===== config.mk =====
export PLATFORM = sky130hd
export DESIGN_NAME = nmea_gga_rmc_field_parser_top
export DESIGN_NICKNAME = d
export VERILOG_FILES = /design/src/rtl/ngrp_pkg.sv /design/src/rtl/ngrp_front.sv /design/src/rtl/ngrp_queue.sv /design/src/rtl/ngrp_back.sv /design/src/rtl/nmea_gga_rmc_field_parser_top.sv
export VERILOG_INCLUDE_DIRS = /design/src /design/src/rtl
export SDC_FILE = /design/constraint.sdc
export NUM_CORES = 2
export LEC_CHECK = 0
export BUFFER_PORTS_ARGS = -buffer_cell sky130_fd_sc_hd__buf_2
export CORE_MARGIN = 2
export CORE_UTILIZATION = 35
export DETAILED_ROUTE_END_ITERATION = 16
export PLACE_DENSITY_LB_ADDON = 0.2
export SLEW_MARGIN = 20
export SYNTH_ARGS = -nofsm -noshare
export SYNTH_HDL_FRONTEND = slang
export SYNTH_SLANG_ARGS = --single-unit

===== constraint.sdc =====
create_clock -name clk_i -period 28.9 [get_ports clk_i]
set_input_delay 2.89 -clock clk_i [delete_from_list [all_inputs] [get_ports clk_i]]
set_output_delay 2.89 -clock clk_i [all_outputs]
set_load 0.03 [all_outputs]

===== src/rtl/nmea_gga_rmc_field_parser_top_assert.svh =====
// assertion macros for the nmea field parser
`ifndef NMEA_GGA_RMC_FIELD_PARSER_TOP_ASSERT_SVH
`define NMEA_GGA_RMC_FIELD_PARSER_TOP_ASSERT_SVH

`ifndef SYNTH

// property holds on every clock edge outside reset
`define NGRP_ASSERT(lbl, clk, rstn, prop) \
  lbl: assert property (@(posedge clk) disable iff (!rstn) (prop)) \
    else $error("ngrp assertion failed");

// condition never occurs outside reset
`define NGRP_NEVER(lbl, clk, rstn, cond) \
  lbl: assert property (@(posedge clk) disable iff (!rstn) !(cond)) \
    else $error("ngrp forbidden condition");

`else

`define NGRP_ASSERT(lbl, clk, rstn, prop)
`define NGRP_NEVER(lbl, clk, rstn, cond)

`endif

`endif


===== src/rtl/ngrp_pkg.sv =====
package ngrp_pkg;

  // field codes of a result item
  localparam logic [3:0] FC_TIME   = 4'd0;
  localparam logic [3:0] FC_LAT    = 4'd1;
  localparam logic [3:0] FC_NS     = 4'd2;
  localparam logic [3:0] FC_LON    = 4'd3;
  localparam logic [3:0] FC_EW     = 4'd4;
  localparam logic [3:0] FC_FIX    = 4'd5;
  localparam logic [3:0] FC_SATS   = 4'd6;
  localparam logic [3:0] FC_ALT    = 4'd7;
  localparam logic [3:0] FC_VALID  = 4'd8;
  localparam logic [3:0] FC_SPEED  = 4'd9;
  localparam logic [3:0] FC_COURSE = 4'd10;
  localparam logic [3:0] FC_DATE   = 4'd11;
  localparam logic [3:0] FC_NONE   = 4'd15;

  // fixed accumulator widths (nine integer and seven fraction digits at most)
  localparam int IntW  = 30;
  localparam int HiW   = 24;
  localparam int FracW = 24;
  localparam int MilW  = 10;
  localparam int ValW  = 48;

  // term as handed from front to back
  typedef struct packed {
    logic [3:0]       code;
    logic             kind;
    logic [IntW-1:0]  int_bin;
    logic [HiW-1:0]   hi_bin;
    logic [6:0]       low2;
    logic [6:0]       mid2;
    logic [6:0]       high2;
    logic [FracW-1:0] frac_raw;
    logic [FracW-1:0] frac_e7;
    logic [MilW-1:0]  frac_milli;
    logic             flag;
    logic             minus;
    logic [11:0]      seen;
  } rec_t;

  // powers of ten for elaboration-time constants
  function automatic longint unsigned pow10(input int n);
    longint unsigned r;
    r = 1;
    for (int i = 0; i < n; i++) r = r * 10;
    return r;
  endfunction

endpackage


===== src/rtl/ngrp_front.sv =====
module ngrp_front import ngrp_pkg::*; #(
  parameter int TERM_LIMIT  = 20,
  parameter int INT_DIGITS  = 9,
  parameter int FRAC_DIGITS = 7
) (
  input  logic        clk_i,
  input  logic        rst_ni,
  input  logic        acc_i,
  input  logic [7:0]  char_in_i,
  input  logic [11:0] req_mask_i,
  output logic        push_o,
  output rec_t        rec_o
);

  localparam logic [7:0] ChDollar = 8'h24;
  localparam logic [7:0] ChComma  = 8'h2C;
  localparam logic [7:0] ChStar   = 8'h2A;
  localparam logic [7:0] ChCr     = 8'h0D;
  localparam logic [7:0] ChLf     = 8'h0A;
  localparam logic [7:0] ChMinus  = 8'h2D;
  localparam logic [7:0] ChZero   = 8'h30;
  localparam logic [7:0] ChNine   = 8'h39;
  localparam logic [7:0] ChA      = 8'h41;
  localparam logic [7:0] ChS      = 8'h53;
  localparam logic [7:0] ChW      = 8'h57;

  localparam logic [1:0] KindGga  = 2'd0;
  localparam logic [1:0] KindRmc  = 2'd1;
  localparam logic [1:0] KindNone = 2'd2;

  localparam logic [7:0] HdrGga [6] = '{8'h24, 8'h47, 8'h50, 8'h47, 8'h47, 8'h41};
  localparam logic [7:0] HdrRmc [6] = '{8'h24, 8'h47, 8'h50, 8'h52, 8'h4D, 8'h43};

  localparam logic [IntW-1:0] IntLim = IntW'(pow10(INT_DIGITS) - 1);
  localparam logic [IntW-1:0] IntThr = IntW'(pow10(INT_DIGITS - 1));
  localparam logic [HiW-1:0]  HiLim  = HiW'(pow10(INT_DIGITS - 2) - 1);

  // fraction digit weights by position, for 1e-7 and 1e-3 scaling
  localparam logic [FracW-1:0] E7W [8] = '{24'd1000000, 24'd100000, 24'd10000,
    24'd1000, 24'd100, 24'd10, 24'd1, 24'd0};
  localparam logic [MilW-1:0] MilWt [8] = '{10'd100, 10'd10, 10'd1, 10'd0,
    10'd0, 10'd0, 10'd0, 10'd0};

  typedef struct packed {
    logic [4:0]       len;
    logic [7:0]       first;
    logic             hm_gga;
    logic             hm_rmc;
    logic             closed;
    logic [IntW-1:0]  int_bin;
    logic [HiW-1:0]   hi_bin;
    logic [5:0][3:0]  dig;
    logic [FracW-1:0] frac_raw;
    logic [FracW-1:0] frac_e7;
    logic [MilW-1:0]  frac_milli;
    logic [2:0]       fcnt;
    logic             after_dot;
    logic             minus;
  } term_t;

  localparam term_t TermFresh = '{len: '0, first: '0, hm_gga: 1'b1, hm_rmc: 1'b1,
    closed: 1'b0, int_bin: '0, hi_bin: '0, dig: '0, frac_raw: '0, frac_e7: '0,
    frac_milli: '0, fcnt: '0, after_dot: 1'b0, minus: 1'b0};

  logic        in_sent_q, in_sent_d;
  logic [4:0]  idx_q, idx_d;
  logic [1:0]  kind_q, kind_d;
  logic [11:0] seen_q, seen_d;
  term_t       term_q, term_d;

  // term index to field code
  function automatic logic [3:0] field_of(input logic [1:0] kind, input logic [4:0] idx);
    logic [3:0] c;
    c = FC_NONE;
    if (kind == KindGga) begin
      case (idx)
        5'd1:    c = FC_TIME;
        5'd2:    c = FC_LAT;
        5'd3:    c = FC_NS;
        5'd4:    c = FC_LON;
        5'd5:    c = FC_EW;
        5'd6:    c = FC_FIX;
        5'd7:    c = FC_SATS;
        5'd9:    c = FC_ALT;
        default: c = FC_NONE;
      endcase
    end else if (kind == KindRmc) begin
      case (idx)
        5'd2:    c = FC_VALID;
        5'd7:    c = FC_SPEED;
        5'd8:    c = FC_COURSE;
        5'd9:    c = FC_DATE;
        default: c = FC_NONE;
      endcase
    end
    return c;
  endfunction

  // per-character sentence and term handling
  always_comb begin
    logic       digit;
    logic [3:0] d;
    logic [3:0] code;
    in_sent_d = in_sent_q;
    idx_d     = idx_q;
    kind_d    = kind_q;
    term_d    = term_q;
    seen_d    = seen_q;
    push_o    = 1'b0;
    rec_o     = '0;
    digit     = (char_in_i >= ChZero) && (char_in_i <= ChNine);
    d         = char_in_i[3:0];
    code      = field_of(kind_q, idx_q);
    if (acc_i) begin
      if (seen_q == req_mask_i) seen_d = '0;
      if (char_in_i == ChDollar) begin
        in_sent_d = 1'b1;
        idx_d     = '0;
        term_d    = TermFresh;
      end
      if (in_sent_d) begin
        if (char_in_i == ChComma || char_in_i == ChStar) begin
          // close the term
          if (idx_q == 5'd0) begin
            if (term_d.len >= 5'd6 && term_d.hm_gga) kind_d = KindGga;
            else if (term_d.len >= 5'd6 && term_d.hm_rmc) kind_d = KindRmc;
            else begin
              kind_d    = KindNone;
              in_sent_d = 1'b0;
            end
          end else if (code != FC_NONE) begin
            push_o           = 1'b1;
            seen_d           = seen_d | (12'd1 << code);
            rec_o.code       = code;
            rec_o.kind       = kind_q[0];
            rec_o.int_bin    = term_d.int_bin;
            rec_o.hi_bin     = term_d.hi_bin;
            rec_o.low2       = 7'(term_d.dig[1]) * 7'd10 + 7'(term_d.dig[0]);
            rec_o.mid2       = 7'(term_d.dig[3]) * 7'd10 + 7'(term_d.dig[2]);
            rec_o.high2      = 7'(term_d.dig[5]) * 7'd10 + 7'(term_d.dig[4]);
            rec_o.frac_raw   = term_d.frac_raw;
            rec_o.frac_e7    = term_d.frac_e7;
            rec_o.frac_milli = term_d.frac_milli;
            rec_o.minus      = term_d.minus;
            rec_o.seen       = seen_d;
            rec_o.flag       = ((code == FC_NS) && (term_d.first == ChS)) ||
                               ((code == FC_EW) && (term_d.first == ChW)) ||
                               ((code == FC_VALID) && (term_d.first == ChA));
          end
          if (char_in_i == ChComma) begin
            if (idx_q != 5'd31) idx_d = idx_q + 5'd1;
          end else begin
            in_sent_d = 1'b0;
            idx_d     = '0;
          end
          term_d = TermFresh;
        end else if (char_in_i == ChCr) begin
          term_d = TermFresh;
        end else if (char_in_i == ChLf) begin
          in_sent_d = 1'b0;
          idx_d     = '0;
          term_d    = TermFresh;
        end else if (term_d.len < 5'(TERM_LIMIT)) begin
          // take one character of the term
          if (term_d.len == 5'd0) term_d.first = char_in_i;
          if (idx_d == 5'd0 && term_d.len < 5'd6) begin
            if (char_in_i != HdrGga[term_d.len[2:0]]) term_d.hm_gga = 1'b0;
            if (char_in_i != HdrRmc[term_d.len[2:0]]) term_d.hm_rmc = 1'b0;
          end
          if (term_d.len == 5'd0 && char_in_i == ChMinus && kind_q == KindGga &&
              idx_d == 5'd9) begin
            term_d.minus = 1'b1;
          end else if (!term_d.closed) begin
            if (!term_d.after_dot) begin
              if (digit) begin
                if (term_d.int_bin >= IntThr) begin
                  term_d.int_bin = IntLim;
                  term_d.hi_bin  = HiLim;
                  term_d.dig     = {6{4'd9}};
                end else begin
                  term_d.int_bin = IntW'(term_d.int_bin * 4'd10) + IntW'(d);
                  term_d.hi_bin  = HiW'(term_d.hi_bin * 4'd10) + HiW'(term_d.dig[1]);
                  term_d.dig     = {term_d.dig[4:0], d};
                end
              end else begin
                term_d.after_dot = 1'b1;
              end
            end else if (digit) begin
              if (term_d.fcnt < 3'(FRAC_DIGITS)) begin
                term_d.frac_raw   = FracW'(term_d.frac_raw * 4'd10) + FracW'(d);
                term_d.frac_e7    = term_d.frac_e7 + FracW'(E7W[term_d.fcnt] * d);
                term_d.frac_milli = term_d.frac_milli + MilW'(MilWt[term_d.fcnt] * d);
                term_d.fcnt       = term_d.fcnt + 3'd1;
              end
            end else begin
              term_d.closed = 1'b1;
            end
          end
          term_d.len = term_d.len + 5'd1;
        end
      end
    end
  end

  always_ff @(posedge clk_i or negedge rst_ni) begin
    if (!rst_ni) begin
      in_sent_q <= 1'b0;
      idx_q     <= '0;
      kind_q    <= KindNone;
      seen_q    <= '0;
      term_q    <= '0;
    end else begin
      in_sent_q <= in_sent_d;
      idx_q     <= idx_d;
      kind_q    <= kind_d;
      seen_q    <= seen_d;
      term_q    <= term_d;
    end
  end

endmodule


===== src/rtl/ngrp_queue.sv =====
module ngrp_queue import ngrp_pkg::*; (
  input  logic clk_i,
  input  logic rst_ni,
  input  logic push_i,
  input  rec_t data_i,
  input  logic pop_i,
  output logic valid_o,
  output logic full_o,
  output rec_t data_o
);

  localparam int Depth = 4;
  localparam int AW    = $clog2(Depth);

  rec_t          mem_q [Depth];
  logic [AW-1:0] wr_q, wr_d, rd_q, rd_d;
  logic [AW:0]   cnt_q, cnt_d;

  assign valid_o = (cnt_q != '0);
  assign full_o  = (cnt_q == (AW+1)'(Depth));
  assign data_o  = mem_q[rd_q];

  // pointer and fill count
  always_comb begin
    wr_d  = push_i ? wr_q + AW'(1) : wr_q;
    rd_d  = pop_i ? rd_q + AW'(1) : rd_q;
    cnt_d = cnt_q + (AW+1)'(push_i) - (AW+1)'(pop_i);
  end

  always_ff @(posedge clk_i or negedge rst_ni) begin
    if (!rst_ni) begin
      wr_q  <= '0;
      rd_q  <= '0;
      cnt_q <= '0;
    end else begin
      wr_q  <= wr_d;
      rd_q  <= rd_d;
      cnt_q <= cnt_d;
    end
  end

  // entry storage
  always_ff @(posedge clk_i) begin
    if (push_i) mem_q[wr_q] <= data_i;
  end

endmodule


===== src/rtl/ngrp_back.sv =====
module ngrp_back import ngrp_pkg::*; (
  input  logic                   clk_i,
  input  logic                   rst_ni,
  input  logic                   q_valid_i,
  input  rec_t                   q_data_i,
  output logic                   pop_o,
  output logic                   out_valid_o,
  input  logic                   out_stall_i,
  output logic [3:0]             field_code_o,
  output logic                   sentence_kind_o,
  output logic signed [ValW-1:0] fixed_value_o,
  output logic [6:0]             part_high_o,
  output logic [6:0]             part_mid_o,
  output logic [6:0]             part_low_o,
  output logic [23:0]            sub_second_o,
  output logic                   flag_bit_o,
  output logic [11:0]            fields_seen_o
);

  // reciprocal of 15 scaled by 2^34, exact for 28-bit dividends
  localparam logic [30:0] Recip15 = 31'd1145324613;
  localparam logic [23:0] E7      = 24'd10000000;

  typedef struct packed {
    logic [3:0]       code;
    logic             kind;
    logic [6:0]       low2;
    logic [6:0]       mid2;
    logic [6:0]       high2;
    logic [FracW-1:0] frac_raw;
    logic             flag;
    logic             minus;
    logic [11:0]      seen;
    logic [IntW-1:0]  int_bin;
    logic [ValW-1:0]  deg_e7;
    logic [ValW-1:0]  milli;
  } common_t;

  logic            v1_q, v2_q, v3_q;
  logic            adv;
  common_t         s1_q, s2_q;
  logic [29:0]     min_e7_q;
  logic [23:0]     min_div_q;
  logic [ValW-1:0] lat_q, lat_d, lon_q, lon_d;
  logic [58:0]     div_prod;
  logic [30:0]     min_sum;
  logic [ValW-1:0] val_d;
  logic [6:0]      hi_d, mid_d, lo_d;
  logic [23:0]     sub_d;

  assign adv         = !v3_q || !out_stall_i;
  assign pop_o       = adv && q_valid_i;
  assign out_valid_o = v3_q;
  assign min_sum     = 31'(q_data_i.low2) * 31'(E7) + 31'(q_data_i.frac_e7);
  assign div_prod    = 59'(min_e7_q[29:2]) * 59'(Recip15);

  // pipeline occupancy
  always_ff @(posedge clk_i or negedge rst_ni) begin
    if (!rst_ni) begin
      v1_q  <= 1'b0;
      v2_q  <= 1'b0;
      v3_q  <= 1'b0;
      lat_q <= '0;
      lon_q <= '0;
    end else if (adv) begin
      v1_q <= q_valid_i;
      v2_q <= v1_q;
      v3_q <= v2_q;
      if (v2_q) begin
        lat_q <= lat_d;
        lon_q <= lon_d;
      end
    end
  end

  // stage 1: products; stage 2: minutes over 60
  always_ff @(posedge clk_i) begin
    if (adv) begin
      s1_q.code     <= q_data_i.code;
      s1_q.kind     <= q_data_i.kind;
      s1_q.low2     <= q_data_i.low2;
      s1_q.mid2     <= q_data_i.mid2;
      s1_q.high2    <= q_data_i.high2;
      s1_q.frac_raw <= q_data_i.frac_raw;
      s1_q.flag     <= q_data_i.flag;
      s1_q.minus    <= q_data_i.minus;
      s1_q.seen     <= q_data_i.seen;
      s1_q.int_bin  <= q_data_i.int_bin;
      s1_q.deg_e7   <= ValW'(q_data_i.hi_bin) * ValW'(E7);
      s1_q.milli    <= ValW'(q_data_i.int_bin) * ValW'(10'd1000) +
                       ValW'(q_data_i.frac_milli);
      min_e7_q      <= min_sum[29:0];
      s2_q          <= s1_q;
      min_div_q     <= div_prod[57:34];
    end
  end

  // stage 3: field selection and sign handling
  always_comb begin
    val_d = '0;
    hi_d  = '0;
    mid_d = '0;
    lo_d  = '0;
    sub_d = '0;
    lat_d = lat_q;
    lon_d = lon_q;
    case (s2_q.code)
      FC_TIME: begin
        hi_d  = s2_q.high2;
        mid_d = s2_q.mid2;
        lo_d  = s2_q.low2;
        sub_d = s2_q.frac_raw;
      end
      FC_LAT: begin
        lat_d = s2_q.deg_e7 + ValW'(min_div_q);
        val_d = lat_d;
      end
      FC_NS: begin
        lat_d = s2_q.flag ? ValW'(-lat_q) : lat_q;
        val_d = lat_d;
      end
      FC_LON: begin
        lon_d = s2_q.deg_e7 + ValW'(min_div_q);
        val_d = lon_d;
      end
      FC_EW: begin
        lon_d = s2_q.flag ? ValW'(-lon_q) : lon_q;
        val_d = lon_d;
      end
      FC_FIX, FC_SATS: val_d = ValW'(s2_q.int_bin);
      FC_ALT: val_d = s2_q.minus ? ValW'(-s2_q.milli) : s2_q.milli;
      FC_SPEED, FC_COURSE: val_d = s2_q.milli;
      FC_DATE: begin
        hi_d  = s2_q.high2;
        mid_d = s2_q.mid2;
        lo_d  = s2_q.low2;
      end
      default: val_d = '0;
    endcase
  end

  // output register
  always_ff @(posedge clk_i) begin
    if (adv) begin
      field_code_o    <= s2_q.code;
      sentence_kind_o <= s2_q.kind;
      fixed_value_o   <= val_d;
      part_high_o     <= hi_d;
      part_mid_o      <= mid_d;
      part_low_o      <= lo_d;
      sub_second_o    <= sub_d;
      flag_bit_o      <= s2_q.flag;
      fields_seen_o   <= s2_q.seen;
    end
  end

endmodule


===== src/rtl/nmea_gga_rmc_field_parser_top.sv =====
// NMEA GGA/RMC field parser: takes one received character per cycle and emits
// one item per recognized field when its term closes (',' or '*'). The front
// end handles each character combinationally, so input is taken every cycle
// unless the 4-entry queue to the back end is full. The back end is a
// three-stage pipeline (products, divide by 60, selection into the output
// register); it moves one result per cycle when the output is not stalled.
// The seen mask clears before a character whenever it equals required_mask.
`include "nmea_gga_rmc_field_parser_top_assert.svh"
module nmea_gga_rmc_field_parser_top import ngrp_pkg::*; #(
  parameter int TERM_LIMIT  = 20,
  parameter int INT_DIGITS  = 9,
  parameter int FRAC_DIGITS = 7
) (
  input  logic                   clk_i,
  input  logic                   rst_ni,
  input  logic                   cfg_valid_i,
  output logic                   cfg_ready_o,
  input  logic [11:0]            required_mask_i,
  input  logic                   in_valid_i,
  output logic                   in_stall_o,
  input  logic [7:0]             char_in_i,
  output logic                   out_valid_o,
  input  logic                   out_stall_i,
  output logic [3:0]             field_code_o,
  output logic                   sentence_kind_o,
  output logic signed [ValW-1:0] fixed_value_o,
  output logic [6:0]             part_high_o,
  output logic [6:0]             part_mid_o,
  output logic [6:0]             part_low_o,
  output logic [23:0]            sub_second_o,
  output logic                   flag_bit_o,
  output logic [11:0]            fields_seen_o
);

  logic [11:0] req_mask_q;
  logic        acc, push, pop, q_valid, q_full;
  rec_t        push_rec, q_rec;

  assign cfg_ready_o = 1'b1;
  assign in_stall_o  = q_full;
  assign acc         = in_valid_i && !q_full;

  // configuration register
  always_ff @(posedge clk_i or negedge rst_ni) begin
    if (!rst_ni) begin
      req_mask_q <= '0;
    end else if (cfg_valid_i) begin
      req_mask_q <= required_mask_i;
    end
  end

  ngrp_front #(
    .TERM_LIMIT (TERM_LIMIT),
    .INT_DIGITS (INT_DIGITS),
    .FRAC_DIGITS(FRAC_DIGITS)
  ) u_front (
    .clk_i     (clk_i),
    .rst_ni    (rst_ni),
    .acc_i     (acc),
    .char_in_i (char_in_i),
    .req_mask_i(req_mask_q),
    .push_o    (push),
    .rec_o     (push_rec)
  );

  ngrp_queue u_queue (
    .clk_i  (clk_i),
    .rst_ni (rst_ni),
    .push_i (push),
    .data_i (push_rec),
    .pop_i  (pop),
    .valid_o(q_valid),
    .full_o (q_full),
    .data_o (q_rec)
  );

  ngrp_back u_back (
    .clk_i          (clk_i),
    .rst_ni         (rst_ni),
    .q_valid_i      (q_valid),
    .q_data_i       (q_rec),
    .pop_o          (pop),
    .out_valid_o    (out_valid_o),
    .out_stall_i    (out_stall_i),
    .field_code_o   (field_code_o),
    .sentence_kind_o(sentence_kind_o),
    .fixed_value_o  (fixed_value_o),
    .part_high_o    (part_high_o),
    .part_mid_o     (part_mid_o),
    .part_low_o     (part_low_o),
    .sub_second_o   (sub_second_o),
    .flag_bit_o     (flag_bit_o),
    .fields_seen_o  (fields_seen_o)
  );

  // result sanity
  `NGRP_NEVER(a_code_range, clk_i, rst_ni, out_valid_o && field_code_o > FC_DATE)
  `NGRP_ASSERT(a_seen_has_code, clk_i, rst_ni, out_valid_o |-> fields_seen_o[field_code_o])
  `NGRP_NEVER(a_kind_code, clk_i, rst_ni, out_valid_o && (sentence_kind_o != (field_code_o >= FC_VALID)))

endmodule

==> flow_summary.toml <==
[outcome]
status = "complete, but fails checks"
violations = "antenna rules"

[synthesis]
yosysUniqueCellTypes = 102
synth_compound_area_frac = 0.108
synth_mux_area_frac = 0.0406
ys_seq_area_frac = 0.449
ys_warn_count = 0
synth-seq-cells = 1410
synthCells = 7818
syn_area_mm2 = 0.0910
ys_dominant_reg_cell = "edfxtp_1"
synth_top_family_by_area = "adder cells"
synth_fa_ha_area_frac = 0.209
yosys.area_share.xor_xnor = 0.0470
synth_top_area_cell = "edfxtp_1"
synthesis.nets = 9103
yosysTopAreaCellShare = 0.368
synth_edf_count = 1115
syn_avg_cell_area_um2 = 11.6
synth_area_leaders = "edfxtp_1 (37%), ha_1 (11%), fa_1 (9.6%)"
synthSimpleGateAreaFrac = 0.101
synthArstFlopShare = 0.209

[sta]
rsz0062_at_grt = "false"
max_slew_margin = 0.205
final_max_slew_viol_count = 0
setup_ws_ps = 19540
setup_violations = 0
post-route-period-util = 0.324
hold_viol = 0
fin_setup_tns_ps = 0
finClkSkew_ps = 73.6
fmax_mhz = 107
worst_pin_slew_ps = 1180
period_needed_ps = 9360

[routing]
drtAntennaViolNets = 1
first_pass_iters = 6
wl_mm = 240
drtIter0Drc = 4783
route.detailed.drc = 0
vias = 59934
routedWlPerCell_um = 20.9
viasPerCell = 5.22

[floorplanning]
rows = 187
start_util = 0.351
coreArea_mm2 = 0.259
dieArea_mm2 = 0.264
die_y_um = 514
die_x_um = 514
num_io_pins = 139

[placed_design]
place_congestion = 0.873
preCtsSetupSlack_ps = 19120
numPortBuffers = 137
detailed_place_hpwl_mm = 177
postPlaceCellArea_mm2 = 0.0958

[clock_network]
post_cts_buffers = 0
cts.repair.resized = 0
cts_tree = "yes"
htree_levels = 4
path_clk_slew_ps = 70
ctsHoldBuffers = 0
root_buffer = "clkbuf_16"
worstSkewPairLatency_ps = 850
numCtsBuffers = 160
clk_path_buf_depth = 3
cts.sinks = 1410

[job]
cap_violations = 0

[global_routing]
met1_usage = 0.256
grt_pass1_vias = 61185
use_met2 = 0.295
grt_pass1_wl_mm = 373
busiest_layer = "met2"
met3_usage = 0.0225
antenna_found_initial = 8
grt_usage = 0.182
grt_max_degree = 152
overflow = 0

[finish]
design_area_mm2 = 0.101
drive_gt1_frac = 0.0885
nets = 9213
fillers = 24738
multiInputGateArea_mm2 = 0.0461
final_util = 0.391
seqCellArea_mm2 = 0.0409
area_growth_pct = 11.3

[worst_setup_path]
critPathRequiredTime_ps = 29410
crit_fanout = 56
arrival_ps = 9870
critPathLaunchType = "flop"
path_class = "reg2reg"
cp-end-kind = "flop"

[hold_path]
hold_path.class = "reg2reg"
==> cells in the mapped netlist, types with 22 or more instances <==
cell type / count
and3_1: 46
o21a_1: 38
fa_1: 435
dfrtp_1: 294
a31oi_1: 46
nand2b_1: 55
o21bai_1: 30
o22ai_1: 50
a21oi_1: 347
a22o_1: 50
o211ai_1: 28
ha_1: 825
a21o_1: 99
and2_1: 277
a22oi_1: 37
nand2_1: 538
or2_2: 30
o21ai_0: 438
o41ai_1: 22
or3_1: 39
edfxtp_1: 1115
nor3_1: 114
inv_1: 840
or4_1: 24
xnor2_1: 284
nor4_1: 48
nor2b_1: 39
buf_1: 33
a211oi_1: 40
nor2_1: 406
clkbuf_1: 227
mux4_2: 150
o31ai_1: 58
xor2_1: 204
nand3_1: 116
nand4_1: 43
==> layout by cell type (no fill, tap or decap), types with 40 or more instances in the layout <==
| cell | netlist | layout |
|---|---|---|
| o22ai_1 | 50 | 50 |
| a22o_1 | 50 | 50 |
| edfxtp_1 | 1115 | 1115 |
| xor2_1 | 204 | 204 |
| inv_1 | 840 | 839 |
| clkbuf_16 | 0 | 160 |
| ha_1 | 825 | 825 |
| mux4_2 | 150 | 150 |
| nand3_1 | 116 | 116 |
| and3_1 | 46 | 46 |
| nand2b_1 | 55 | 54 |
| fa_1 | 435 | 435 |
| a31oi_1 | 46 | 45 |
| a21oi_1 | 347 | 346 |
| nand2_1 | 538 | 536 |
| nor2_1 | 406 | 402 |
| buf_2 | 4 | 136 |
| dfrtp_1 | 294 | 292 |
| xnor2_1 | 284 | 284 |
| buf_4 | 1 | 69 |
| a211oi_1 | 40 | 40 |
| o21ai_0 | 438 | 436 |
| nor3_1 | 114 | 112 |
| and2_1 | 277 | 273 |
| nand4_1 | 43 | 43 |
| a21o_1 | 99 | 99 |
| nor4_1 | 48 | 46 |
| o31ai_1 | 58 | 58 |
==> critical path: stages, from the launching register on <==
cell	delay [ps]
dfrtp_4	1060
buf_4	820
buf_4	710
mux4_2	550
ha_1	330
inv_1	40
fa_1	470
inv_1	50
fa_1	520
fa_1	410
ha_1	470
nand2_1	110
nor3b_1	510
o32a_1	350
nand2_1	120
o22ai_1	160
a22oi_1	150
nor4_1	810
nand3_1	320
or4_1	660
nor3_1	220
xor2_1	110
==> cell type report <==
class	count	area share
clock buffers	201	0.0417
repair buffers	213	0.0134
inverters	841	0.0312
well taps	3402	0.0420
flip-flops and latches	1410	0.403
clock inverters	97	0.0130
multi-input cells	5302	0.455
diodes	6	0.000148
==> path summary, 6_finish.rpt <==
path                                    to             from  depth (start not counted)  slack, ps
setup / recovery           u_back.s1_q[37]  u_queue.rd_q[1]                         21      19540
max in group asynchronous  u_queue.rd_q[1]           rst_ni                          2      25220
hold / removal             u_back.s2_q[36]  u_back.s1_q[36]                          0        390
min in group asynchronous  u_back.lat_q[4]           rst_ni                          1       2130
setup reg to reg           u_back.s1_q[37]  u_queue.rd_q[1]                         21      19540
hold reg to reg            u_back.s2_q[36]  u_back.s1_q[36]                          0        390
==> per-stage QoR <==
step / instances / hold WS, ps
after floorplan: 7818 / 400
after global placement: 11167 / 403
after detailed placement: 11168 / 405
after CTS: 11466 / 400
after global routing: 11467 / 403
final: 11472 / 393
==> metal layers <==
metal	vias to the layer above	wire [um]	share of wire
met3	300	10400	0.043
li1	28273	-	-
met2	1367	112000	0.47
met5	-	0	0
met1	29994	112000	0.47
met4	0	5560	0.023
==> flip-flops by register name, indices dropped and copies added, names as in the netlist, 4 cells and up <==
signal / cells
u_back.lat_q: 48
req_mask_q: 12
u_back.s1_q: 176
u_back.fixed_value_o: 48
u_back.sub_second_o: 24
u_front.seen_q: 12
u_back.part_high_o: 7
u_back.fields_seen_o: 12
u_back.lon_q: 48
u_back.min_e7_q: 28
u_front.idx_q: 5
u_back.part_mid_o: 7
u_back.part_low_o: 7
u_queue.mem_q: 600
u_front.term_q: 157
u_back.min_div_q: 24
u_back.field_code_o: 4
u_back.s2_q: 176
==> cell families after synthesis <==
group,count (synthesis)
AO/OA/AOI/OAI,1523
XOR/XNOR,488
adder cells (fa/ha/maj),1260
buffers and inverters,1106
flip-flops,1410
multiplexers,179
other,1
AND/OR/NAND/NOR,1851
Power is not shown: default switching activity piles up to over one toggle a cycle in this logic, so the estimate is an artifact.
